`src/design/dbpl_pkg.sv`:
```
package dbpl_pkg;

  // Table size limits
  localparam int ENTRIES_DEF = 128;
  localparam int CNT_W       = 8;   // holds 0..128 (scan index, live count, packed entries)
  localparam int IDX_FLD_W   = 7;   // entry index field
  localparam int BLK_W       = 7;   // block count and block length, 0..64
  localparam int MAX_BLOCKS  = 64;

  // Register field widths and reset values
  localparam int MBE_W = 7;
  localparam int RW_W  = 5;
  localparam int HW_W  = 3;
  localparam logic [MBE_W-1:0] MBE_RESET = MBE_W'(16);
  localparam logic [RW_W-1:0]  RW_RESET  = RW_W'(8);
  localparam logic [HW_W-1:0]  HW_RESET  = HW_W'(3);
  localparam logic [MBE_W-1:0] MBE_MAX   = MBE_W'(64);
  localparam logic [RW_W-1:0]  RW_MAX    = RW_W'(16);
  localparam logic [HW_W-1:0]  HW_MAX    = HW_W'(4);

  // APB register map
  localparam int PADDR_W = 4;
  localparam int PDATA_W = 32;
  localparam logic [1:0] REG_MAX_BLOCK = 2'd0;
  localparam logic [1:0] REG_RECORD    = 2'd1;
  localparam logic [1:0] REG_HEADER    = 2'd2;

  // Item function codes
  localparam logic [1:0] FUNC_MARK  = 2'd0;
  localparam logic [1:0] FUNC_FLUSH = 2'd1;
  localparam logic [1:0] FUNC_CLEAR = 2'd2;

  // Shared multiply-accumulate unit
  localparam int MAC_A_W   = 8;
  localparam int MAC_B_W   = 5;
  localparam int MAC_ACC_W = 12;

  // Result field widths
  localparam int DST_W  = 11;
  localparam int SRC_W  = 12;
  localparam int SIZE_W = 11;

  typedef struct packed {
    logic                 load;   // start a new product
    logic                 accum;  // add product to the running sum
    logic [MAC_A_W-1:0]   a;
    logic [MAC_B_W-1:0]   b;
  } mac_req_t;

  typedef struct packed {
    logic                 set_en;
    logic [IDX_FLD_W-1:0] set_idx;
    logic                 clr_all;
    logic                 clr_low;    // clear entries below clr_limit
    logic [CNT_W-1:0]     clr_limit;
  } bm_ctrl_t;

endpackage

```
`src/design/dbpl_bitmap.sv`:
```
module dbpl_bitmap #(
  parameter int ENTRIES = dbpl_pkg::ENTRIES_DEF
) (
  input  logic                      clk,
  input  logic                      rst,
  input  dbpl_pkg::bm_ctrl_t        ctrl,
  input  logic [$clog2(ENTRIES)-1:0] rd_idx,
  output logic                      rd_bit
);

  localparam int IDX_W = $clog2(ENTRIES);

  logic [ENTRIES-1:0] bits;

  assign rd_bit = bits[rd_idx];

  always_ff @(posedge clk) begin
    if (rst) begin
      bits <= '0;
    end else if (ctrl.clr_all) begin
      bits <= '0;
    end else if (ctrl.clr_low) begin
      for (int e = 0; e < ENTRIES; e++) begin
        if (dbpl_pkg::CNT_W'(e) < ctrl.clr_limit) begin
          bits[e] <= 1'b0;
        end
      end
    end else if (ctrl.set_en) begin
      bits[ctrl.set_idx[IDX_W-1:0]] <= 1'b1;
    end
  end

endmodule

```
`src/design/dbpl_mac.sv`:
```
module dbpl_mac (
  input  logic                                clk,
  input  dbpl_pkg::mac_req_t                  req,
  output logic [dbpl_pkg::MAC_ACC_W-1:0]      acc
);

  logic [dbpl_pkg::MAC_A_W+dbpl_pkg::MAC_B_W-1:0] prod;

  assign prod = req.a * req.b;

  // hold the sum when idle
  always_ff @(posedge clk) begin
    if (req.load) begin
      acc <= (req.accum ? acc : '0) + dbpl_pkg::MAC_ACC_W'(prod);
    end
  end

endmodule

```
`src/design/dirty_bitmap_patch_list_builder.sv`:
```
// Mark and clear transactions are accepted back to back.
// Flush: count blocks over min(live_count, ENTRIES) entries, stopping at the block cap, then an
// emit pass that per block closes the run, takes four steps on the shared multiplier, loads and
// offers the result (holding while the output stalls), then the bitmap is cleared.
// An empty flush offers its result right after the count; item_stall is high until done.
// rst (synchronous) clears the dirty bitmap, idles the sequencer and loads register defaults.
module dirty_bitmap_patch_list_builder #(
  parameter int ENTRIES = dbpl_pkg::ENTRIES_DEF
) (
  input  logic                              clk,
  input  logic                              rst,
  // configuration port
  input  logic                              psel,
  input  logic                              penable,
  input  logic                              pwrite,
  input  logic [dbpl_pkg::PADDR_W-1:0]      paddr,
  input  logic [dbpl_pkg::PDATA_W-1:0]      pwdata,
  output logic [dbpl_pkg::PDATA_W-1:0]      prdata,
  output logic                              pready,
  // item channel
  input  logic                              item_valid,
  output logic                              item_stall,
  input  logic [1:0]                        func,
  input  logic [dbpl_pkg::IDX_FLD_W-1:0]    entry_index,
  input  logic [dbpl_pkg::CNT_W-1:0]        live_count,
  // result channel
  output logic                              result_valid,
  input  logic                              result_stall,
  output logic                              block_valid,
  output logic [dbpl_pkg::DST_W-1:0]        dst_word,
  output logic [dbpl_pkg::SRC_W-1:0]        src_word,
  output logic [dbpl_pkg::SIZE_W-1:0]       size_words,
  output logic [dbpl_pkg::BLK_W-1:0]        block_total,
  output logic                              last
);

  localparam int IDX_W = $clog2(ENTRIES);
  localparam logic [dbpl_pkg::CNT_W-1:0] ENTRIES_CNT = dbpl_pkg::CNT_W'(ENTRIES);
  localparam logic [dbpl_pkg::BLK_W-1:0] MAX_BLK = dbpl_pkg::BLK_W'(dbpl_pkg::MAX_BLOCKS);

  typedef enum logic [8:0] {
    S_IDLE     = 9'b000000001,
    S_COUNT    = 9'b000000010,  // first pass: count blocks, find cap point
    S_SCAN     = 9'b000000100,  // second pass: walk the bitmap, close blocks
    S_MUL_DST  = 9'b000001000,
    S_MUL_SIZE = 9'b000010000,
    S_MUL_HDR  = 9'b000100000,
    S_MUL_PACK = 9'b001000000,
    S_EMIT     = 9'b010000000,  // result register loaded, wait for the taker
    S_FINISH   = 9'b100000000   // clear the bitmap
  } state_t;

  state_t state;

  // ---------------------------------------------------------------------------
  // Configuration registers (raw values read back; saturated copies used)
  // ---------------------------------------------------------------------------
  logic [dbpl_pkg::MBE_W-1:0] max_block_entries;
  logic [dbpl_pkg::RW_W-1:0]  record_words;
  logic [dbpl_pkg::HW_W-1:0]  header_words_per_block;
  logic [dbpl_pkg::MBE_W-1:0] maxb;
  logic [dbpl_pkg::RW_W-1:0]  rw;
  logic [dbpl_pkg::HW_W-1:0]  hw;
  logic                       cfg_wr;

  assign pready = 1'b1;
  assign cfg_wr = psel && penable && pwrite;

  always_ff @(posedge clk) begin
    if (rst) begin
      max_block_entries      <= dbpl_pkg::MBE_RESET;
      record_words           <= dbpl_pkg::RW_RESET;
      header_words_per_block <= dbpl_pkg::HW_RESET;
    end else if (cfg_wr) begin
      unique case (paddr[3:2])
        dbpl_pkg::REG_MAX_BLOCK: max_block_entries <= pwdata[dbpl_pkg::MBE_W-1:0];
        dbpl_pkg::REG_RECORD:    record_words <= pwdata[dbpl_pkg::RW_W-1:0];
        dbpl_pkg::REG_HEADER:    header_words_per_block <= pwdata[dbpl_pkg::HW_W-1:0];
        default: ;  // unmapped address: drop the write
      endcase
    end
  end

  always_comb begin
    unique case (paddr[3:2])
      dbpl_pkg::REG_MAX_BLOCK: prdata = dbpl_pkg::PDATA_W'(max_block_entries);
      dbpl_pkg::REG_RECORD:    prdata = dbpl_pkg::PDATA_W'(record_words);
      dbpl_pkg::REG_HEADER:    prdata = dbpl_pkg::PDATA_W'(header_words_per_block);
      default:                 prdata = '0;
    endcase
  end

  // Saturate each register into its legal range; zero counts as one.
  always_comb begin
    if (max_block_entries == '0)                   maxb = dbpl_pkg::MBE_W'(1);
    else if (max_block_entries > dbpl_pkg::MBE_MAX) maxb = dbpl_pkg::MBE_MAX;
    else                                           maxb = max_block_entries;
    if (record_words == '0)                        rw = dbpl_pkg::RW_W'(1);
    else if (record_words > dbpl_pkg::RW_MAX)      rw = dbpl_pkg::RW_MAX;
    else                                           rw = record_words;
    if (header_words_per_block == '0)              hw = dbpl_pkg::HW_W'(1);
    else if (header_words_per_block > dbpl_pkg::HW_MAX) hw = dbpl_pkg::HW_MAX;
    else                                           hw = header_words_per_block;
  end

  // ---------------------------------------------------------------------------
  // Scan registers
  // ---------------------------------------------------------------------------
  logic [dbpl_pkg::CNT_W-1:0]     scan_i;     // current entry
  logic [dbpl_pkg::CNT_W-1:0]     limit;      // scan end: live count, or the cap point
  logic                           open;       // previous entry was dirty and in the run
  logic                           have_blk;   // a run is pending emission (second pass)
  logic [dbpl_pkg::IDX_FLD_W-1:0] run_start;
  logic [dbpl_pkg::BLK_W-1:0]     run_len;
  logic [dbpl_pkg::BLK_W-1:0]     nblk;
  logic                           capped;
  logic [dbpl_pkg::BLK_W-1:0]     blk_k;      // blocks already emitted
  logic [dbpl_pkg::CNT_W-1:0]     packed_cnt; // dirty entries before the current block
  logic [dbpl_pkg::IDX_FLD_W-1:0] blk_start;
  logic [dbpl_pkg::BLK_W-1:0]     blk_len;
  logic                           empty_flush;

  logic                           item_acc;
  logic                           scan_end;
  logic                           cur_bit;
  logic                           extend;
  logic [dbpl_pkg::CNT_W-1:0]     live_eff;
  logic                           mark_ok;

  dbpl_pkg::bm_ctrl_t                bm_ctrl;
  dbpl_pkg::mac_req_t                mac_req;
  logic [dbpl_pkg::MAC_ACC_W-1:0]    mac_acc;

  assign item_stall = (state != S_IDLE);
  assign item_acc   = item_valid && !item_stall;
  assign scan_end   = (scan_i == limit);
  assign extend     = open && (run_len < dbpl_pkg::BLK_W'(maxb));
  assign live_eff   = (live_count > ENTRIES_CNT) ? ENTRIES_CNT : live_count;
  assign mark_ok    = ({1'b0, entry_index} < ENTRIES_CNT);

  dbpl_bitmap #(
    .ENTRIES (ENTRIES)
  ) u_bitmap (
    .clk    (clk),
    .rst    (rst),
    .ctrl   (bm_ctrl),
    .rd_idx (scan_i[IDX_W-1:0]),
    .rd_bit (cur_bit)
  );

  dbpl_mac u_mac (
    .clk (clk),
    .req (mac_req),
    .acc (mac_acc)
  );

  // Bitmap updates: mark and clear straight from the item, flush clear at the end.
  always_comb begin
    bm_ctrl           = '0;
    bm_ctrl.set_idx   = entry_index;
    bm_ctrl.clr_limit = limit;
    if (item_acc && func == dbpl_pkg::FUNC_MARK) bm_ctrl.set_en = mark_ok;
    if (item_acc && func == dbpl_pkg::FUNC_CLEAR) bm_ctrl.clr_all = 1'b1;
    if (state == S_FINISH) begin
      // a capped flush keeps the entries past the cap dirty
      bm_ctrl.clr_all = !capped;
      bm_ctrl.clr_low = capped;
    end
  end

  // Multiplier schedule: dst = start*rw, size = len*rw, src = nblk*hw + packed*rw.
  always_comb begin
    mac_req = '0;
    unique case (state)
      S_MUL_DST: begin
        mac_req.load = 1'b1;
        mac_req.a    = dbpl_pkg::MAC_A_W'(blk_start);
        mac_req.b    = rw;
      end
      S_MUL_SIZE: begin
        mac_req.load = 1'b1;
        mac_req.a    = dbpl_pkg::MAC_A_W'(blk_len);
        mac_req.b    = rw;
      end
      S_MUL_HDR: begin
        mac_req.load = 1'b1;
        mac_req.a    = dbpl_pkg::MAC_A_W'(nblk);
        mac_req.b    = dbpl_pkg::MAC_B_W'(hw);
      end
      S_MUL_PACK: begin
        mac_req.load  = 1'b1;
        mac_req.accum = 1'b1;
        mac_req.a     = packed_cnt;
        mac_req.b     = rw;
      end
      default: ;
    endcase
  end

  // ---------------------------------------------------------------------------
  // Sequencer
  // ---------------------------------------------------------------------------
  always_ff @(posedge clk) begin
    if (rst) begin
      state        <= S_IDLE;
      result_valid <= 1'b0;
    end else begin
      unique case (state)
        S_IDLE: begin
          if (item_acc && func == dbpl_pkg::FUNC_FLUSH) begin
            scan_i      <= '0;
            limit       <= live_eff;
            open        <= 1'b0;
            run_len     <= '0;
            nblk        <= '0;
            capped      <= 1'b0;
            empty_flush <= 1'b0;
            state       <= S_COUNT;
          end
        end

        S_COUNT: begin
          if (scan_end) begin
            if (nblk == '0) begin
              // nothing dirty: one invalid result, bitmap untouched
              block_valid  <= 1'b0;
              dst_word     <= '0;
              src_word     <= '0;
              size_words   <= '0;
              block_total  <= '0;
              last         <= 1'b1;
              empty_flush  <= 1'b1;
              result_valid <= 1'b1;
              state        <= S_EMIT;
            end else begin
              scan_i     <= '0;
              open       <= 1'b0;
              have_blk   <= 1'b0;
              blk_k      <= '0;
              packed_cnt <= '0;
              state      <= S_SCAN;
            end
          end else if (!cur_bit) begin
            open   <= 1'b0;
            scan_i <= scan_i + 1'b1;
          end else if (extend) begin
            run_len <= run_len + 1'b1;
            scan_i  <= scan_i + 1'b1;
          end else if (nblk == MAX_BLK) begin
            // block budget spent: stop both passes here
            capped <= 1'b1;
            limit  <= scan_i;
          end else begin
            nblk    <= nblk + 1'b1;
            run_len <= dbpl_pkg::BLK_W'(1);
            open    <= 1'b1;
            scan_i  <= scan_i + 1'b1;
          end
        end

        S_SCAN: begin
          if (scan_end) begin
            if (have_blk) begin
              blk_start <= run_start;
              blk_len   <= run_len;
              have_blk  <= 1'b0;
              state     <= S_MUL_DST;
            end else begin
              state <= S_FINISH;
            end
          end else if (!cur_bit) begin
            open   <= 1'b0;
            scan_i <= scan_i + 1'b1;
          end else if (have_blk && extend) begin
            run_len <= run_len + 1'b1;
            scan_i  <= scan_i + 1'b1;
          end else if (have_blk) begin
            // a new run starts here: emit the pending one, revisit this entry
            blk_start <= run_start;
            blk_len   <= run_len;
            have_blk  <= 1'b0;
            state     <= S_MUL_DST;
          end else begin
            run_start <= scan_i[dbpl_pkg::IDX_FLD_W-1:0];
            run_len   <= dbpl_pkg::BLK_W'(1);
            open      <= 1'b1;
            have_blk  <= 1'b1;
            scan_i    <= scan_i + 1'b1;
          end
        end

        S_MUL_DST: begin
          state <= S_MUL_SIZE;
        end

        S_MUL_SIZE: begin
          dst_word <= mac_acc[dbpl_pkg::DST_W-1:0];
          state    <= S_MUL_HDR;
        end

        S_MUL_HDR: begin
          size_words <= mac_acc[dbpl_pkg::SIZE_W-1:0];
          state      <= S_MUL_PACK;
        end

        S_MUL_PACK: begin
          // sum lands in the accumulator next cycle; load it in the emit state
          state <= S_EMIT;
        end

        S_EMIT: begin
          if (!result_valid) begin
            src_word     <= mac_acc;
            block_valid  <= 1'b1;
            block_total  <= nblk;
            last         <= (blk_k + 1'b1 == nblk);
            result_valid <= 1'b1;
          end else if (!result_stall) begin
            result_valid <= 1'b0;
            if (empty_flush) begin
              state <= S_IDLE;
            end else begin
              packed_cnt <= packed_cnt + dbpl_pkg::CNT_W'(blk_len);
              blk_k      <= blk_k + 1'b1;
              state      <= last ? S_FINISH : S_SCAN;
            end
          end
        end

        S_FINISH: begin
          state <= S_IDLE;
        end

        default: begin
          state <= S_IDLE;
        end
      endcase
    end
  end

endmodule

```
`config.mk`:
```
export PLATFORM = sky130hd
export DESIGN_NAME = dirty_bitmap_patch_list_builder
export DESIGN_NICKNAME = d
export VERILOG_FILES = /design/src/design/dbpl_pkg.sv /design/src/design/dbpl_bitmap.sv /design/src/design/dbpl_mac.sv /design/src/design/dirty_bitmap_patch_list_builder.sv
export SDC_FILE = /design/constraint.sdc
export NUM_CORES = 1
export LEC_CHECK = 0
export ABC_AREA = 1
export BUFFER_PORTS_ARGS = -buffer_cell sky130_fd_sc_hd__buf_4
export CORE_ASPECT_RATIO = 1.4
export CORE_MARGIN = 5
export CORE_UTILIZATION = 40
export DETAILED_ROUTE_END_ITERATION = 10
export PLACE_DENSITY = 0.66
export SLEW_MARGIN = 20
export SYNTH_ARGS = -nofsm -noshare
export SYNTH_HDL_FRONTEND = slang
export SYNTH_SLANG_ARGS = --single-unit
```
`constraint.sdc`:
```
create_clock -name clk -period 12.68 [get_ports clk]
set_clock_uncertainty 0.2 [all_clocks]
set_input_delay 0.634 -clock clk [delete_from_list [all_inputs] [get_ports clk]]
set_output_delay 0.634 -clock clk [all_outputs]
set_load 0.01 [all_outputs]
```
Word level (Yosys, flattened, before mapping). Cells that the tools add are included.

Bits in registers: 278. Input port bits: 60. Word-level logic and storage cells: 906.

Add/subtract/negate cells: 6. Multipliers: 1. Order comparisons: 136. Equal/unequal tests: 173. Muxes and demuxes: 259. Bitwise gates (word level): 5. Reduce and logical (&&, ||, !) cells: 173.

Operator list (number): $lt A7 B8 Y1 const A (64); $reduce_and A2 Y1 (131); $lt A6 B8 Y1 const A (32); $mux W128 (2); $ne A2 B1 Y1 const B (128); $mux W7 (31); $mux W8 (21); $mux W1 (161); $lt A5 B8 Y1 const A (16); $or A128 B128 Y128 (1); $mux W9 (11); $pmux W9 S8 (1); $lt A4 B8 Y1 const A (8); $pmux W13 S4 (1); $mux W12 (4); $pmux W11 S2 (2); $pmux W7 S2 (3); $pmux W7 S3 (2); $reduce_and A7 Y1 (5); $lt A3 B8 Y1 const A (4); $ne A2 B2 Y1 const B (16); $pmux W8 S2 (2); $ne A3 B3 Y1 const B (8); $pmux W12 S2 (1); other kinds (56) (98).

Logic depth before layout (Yosys ltp).
Depth in word-level cells: 10. Depth in mapped cells: 28.

Modules after synthesis. A second synthesis with hierarchy kept.

Cells, all modules: 2100. Area total of the unflattened synthesis: 16069.2 um^2.

Modules (own cells, without submodules): dbpl_bitmap (times used 1, cells each 1068, area each 7024.2 um^2); dirty_bitmap_patch_list_builder (times used 1, cells each 743, area each 6964.2 um^2); dbpl_mac (times used 1, cells each 289, area each 2080.7 um^2).

Worst setup path after synthesis. No wires, ideal clock.

Kind: register -> register. From: register state[8]. To: register u_mac.acc[11] (netlist bit), data pin. Setup time: 0.262 ns. Arrival: 4.642 ns. Data required time: 12.218 ns. Slack: 7.576 ns. Stages on the path, launching flop included: 26. Buffers on the path: 0. Clock period less this slack: 5.104 ns. Cells stage by stage: dfxtp_1 -> inv_1 -> nand2_1 -> nor4_2 -> nor3_1 -> inv_1 -> nand2_1 -> nor2_1 -> inv_1 -> nor2_1 -> fa_1 -> fa_1 -> inv_1 -> fa_1 -> inv_1 -> ha_1 -> nand2_1 -> nor3_1 -> nor2_1 -> nor2_1 -> nor2_1 -> o21bai_1 -> nand2_1 -> nand2_1 -> a21oi_1 -> xor2_1.

Word-level cells in the longest chain between the ends: 4.

Ends and longest elaborated chain: start: declaration (line dirty_bitmap_patch_list_builder.sv:53) `state_t state;`; start signal: assignment (line dirty_bitmap_patch_list_builder.sv:325) `state <= last ? S_FINISH : S_SCAN;`; $eq A9 B7 Y1 (tied with other cells) (line dirty_bitmap_patch_list_builder.sv:174) `unique case (state)`; $pmux W13 S4 or $mux W1 (tied branches) (line dirty_bitmap_patch_list_builder.sv:174); $mul A8 B5 Y12 or $mux W12 (tied branches) (line dbpl_mac.sv:9, dbpl_mac.sv:14); $add A12 B12 Y12 (*) (line dbpl_mac.sv:14) `acc <= (req.accum ? acc : '0) + dbpl_pkg::MAC_ACC_W'(prod);`; end signal: assignment (line dbpl_mac.sv:14); end: declaration (line dbpl_mac.sv:4) `output logic [dbpl_pkg::MAC_ACC_W-1:0] acc`.

Every way passes the cells marked *; elsewhere a longest branch is shown, timed or not. A chain may end at the register's enable or synchronous reset.

Worst setup path after layout. Same ends and word-level chain as after synthesis.

==> impl_metrics.env <==
export IMPL_routedWlPerCell_microns=19.3
export IMPL_fmax_mhz=164
export IMPL_postCtsHoldBufs=0
export IMPL_cts_tree="yes"
export IMPL_rsz0062_at_grt="false"
export IMPL_final_common_cell="nand2_1"
export IMPL_cts_setup_buffers=0
export IMPL_drive_gt1_share_pct=8.92
export IMPL_clk_latency_ns=0.57
export IMPL_synthDistinctLibCells=53
export IMPL_startpoint_type="register"
export IMPL_cts_max_level=1
export IMPL_synth_edf_count=125
export IMPL_instances_no_fill=2731
export IMPL_drcViolationCount=0
export IMPL_dp_cells=2678
export IMPL_final_hold_viol_count=0
export IMPL_root_buffer="clkbuf_16"
export IMPL_grt_antenna_before_repair=0
export IMPL_grt_max_degree=82
export IMPL_final_nets=2300
export IMPL_detailed_place_hpwl_microns=37700
export IMPL_synth_seq_cells=278
export IMPL_required_ns=12.80
export IMPL_preCtsSetupSlack_ns=6.55
export IMPL_io_pin_count=138
export IMPL_ir_drop_v=0.000121
export IMPL_min_path_type="input port to register"
export IMPL_period_share_pct=48.0
export IMPL_fin_crit_ns=6.09
export IMPL_gp_congestion=0.962
export IMPL_path_clk_slew_ns=0.07
export IMPL_drv_cap=0
export IMPL_syn_area_sq_mm=0.0163
export IMPL_grt_pass1_vias=14868
export IMPL_cts_sinks=278
export IMPL_critPathBufInv=2
export IMPL_dpl_cell_area_sq_mm=0.0174
export IMPL_vias_per_cell=5.56
export IMPL_final_cell_mix="nand2_1 (389), inv_1 (278), nor2_1 (271)"
export IMPL_cpMaxStageDelayCell="o21ai_0"
export IMPL_ant_nets=0
export IMPL_async_reset_ff_share_pct=0
export IMPL_syn2layout_area_growth_pct=12.4
export IMPL_wl_microns=52600
export IMPL_drtIter0Drc=1205
export IMPL_die_h_microns=249
export IMPL_path_cells="inv_1, nand2_1, nor2_1, nand3_1, o21ai_0, o21ai_0, fa_1, fa_1, fa_1, inv_1, ha_1, nand2_1, nor3_1, nor2_1, nor2_1, nor2_1, o21bai_1, nand2_1, nand2_1, a21oi_1, xor2_1"
export IMPL_setup_tns_final_ns=0
export IMPL_initial_core_util_pct=40.5
export IMPL_outcome="complete, no violations"
export IMPL_post_cts_resize_count=0
export IMPL_grt_usage_pct=22.5
export IMPL_critPathTopFamily="adder cells"
export IMPL_setup_ws_ns=6.59
export IMPL_diodes=0
export IMPL_multiInputGateArea_sq_mm=0.00798
export IMPL_clk_path_buf_depth=3
export IMPL_core_area_sq_mm=0.0403
export IMPL_yosys_warnings=0
export IMPL_grt_pass1_wl_microns=81800
export IMPL_seq_area_sq_mm=0.00682
export IMPL_die_area_sq_mm=0.0450
export IMPL_die_x_microns=181
export IMPL_max_stage_delay_ns=0.69
export IMPL_synth_yosys_seq_area_share_pct=41.8
export IMPL_ys_flop_type="dfxtp_1"
export IMPL_fillCellCount=3961
export IMPL_worstSetupPathType="register to register"
export IMPL_worst_pin_slew_ns=1.10
export IMPL_drt_pass1_iterations=5
export IMPL_vias=15181
export IMPL_maxSlewViolCount=0
export IMPL_final_area_sq_mm=0.0183
export IMPL_setup_violations_final=0
export IMPL_placementRows=87
export IMPL_relSlewSlack_pct=26.4
export IMPL_synth_avg_cell_area_sq_um=7.70
export IMPL_p_leak_nw=7.44
export IMPL_p_per_area_mw_per_mm2=137
export IMPL_cp_max_fo=23
export IMPL_cts_buffers=29
export IMPL_crit_path_end_kind="register"
export IMPL_portBuffers=84
export IMPL_grt_remaining_overflow=0
export IMPL_cp_arrival_ns=6.22
export IMPL_netlist_instances=2118
registers in the layout, summed over array words and instances (netlist names), 8 cells and up:
signal         flops
u_bitmap.bits    128
src_word          12
u_mac.acc         12
dst_word          11
size_words        11
state              9
limit              8
packed_cnt         8
scan_i             8
area by class of cell:
| type | count | share of cell area, % |
|---|---|---|
| Clock buffer | 36 | 4.16 |
| Clock inverter | 17 | 0.997 |
| Inverter | 293 | 6.00 |
| Multi-Input combinational cell | 1465 | 43.6 |
| Sequential cell | 278 | 37.2 |
| Tap cell | 534 | 3.65 |
| Timing Repair Buffer | 108 | 4.43 |
layer usage:
layer | part of all wire, % | wire, microns | vias up | GRT usage [%]
li1 | - | - | 7191 | -
met1 | 36 | 18900 | 7103 | 24.9
met2 | 49 | 26000 | 666 | 40.0
met3 | 6.9 | 3620 | 221 | 3.33
met4 | 7.8 | 4080 | 0 | 14.5
met5 | 0 | 0 | - | 0
cells in the mapped netlist, types with 30 or more instances:
library cell / n / share of area [%]
nor3_1: 66 / 2.0
ha_1: 36 / 2.8
a31oi_1: 34 / 1.3
inv_1: 278 / 6.4
nand2_1: 389 / 9.0
a21oi_1: 132 / 4.1
o211ai_1: 30 / 1.4
buf_2: 30 / 0.92
dfxtp_1: 153 / 19
buf_4: 30 / 1.4
nor2_1: 272 / 6.3
edfxtp_1: 125 / 23
a211oi_1: 42 / 1.9
o21ai_0: 109 / 3.3
nand3_1: 126 / 3.9
clkbuf_1: 41 / 0.94
worst register-to-register path: cells and delay by family, from the launching register on:
family	cells	cell delay, ns
AO/OA/AOI/OAI	4	1.27
XOR/XNOR	1	0.14
adder cells (fa/ha/maj)	4	1.97
buffers and inverters	2	0.27
flip-flops	1	0.35
AND/OR/NAND/NOR	10	1.65
cell families after synthesis:
logic type / synth area share (%)
DFF: 41.8
buffers and inverters: 10.1
xor gates and xnor gates: 1.40
adders and majority gates: 6.32
AOI/OAI and AO/OA: 16.4
and+or+nand+nor: 23.9
other: 0.0461
path summary, 6_finish.rpt:
path | from | cells past startpoint | end | slack, ns
worst min-delay path | pwdata[3] | 3 | record_words[3] | 0.12
worst max-delay path | state[8] | 21 | u_mac.acc[11] | 6.59
worst min register to register | run_start[3] | 0 | blk_start[3] | 0.21
worst max register to register | state[8] | 21 | u_mac.acc[11] | 6.59
per-stage QoR:
step                total power, W  hold WS [ns]  utilization, %
global route               0.00262         0.101            45.5
floorplan                  0.00143         0.200               -
CTS                        0.00251        0.0839            45.4
detailed placement         0.00165         0.205            43.1
global placement           0.00164         0.207            43.1
finish                     0.00252         0.117            45.5
power breakdown:
part,switching [W],internal [W]
logic,0.000460,0.000146
clock network,0.000364,0.000505
registers,0.0000510,0.000989
No activity file was read; power rests on OpenSTA's default activity.
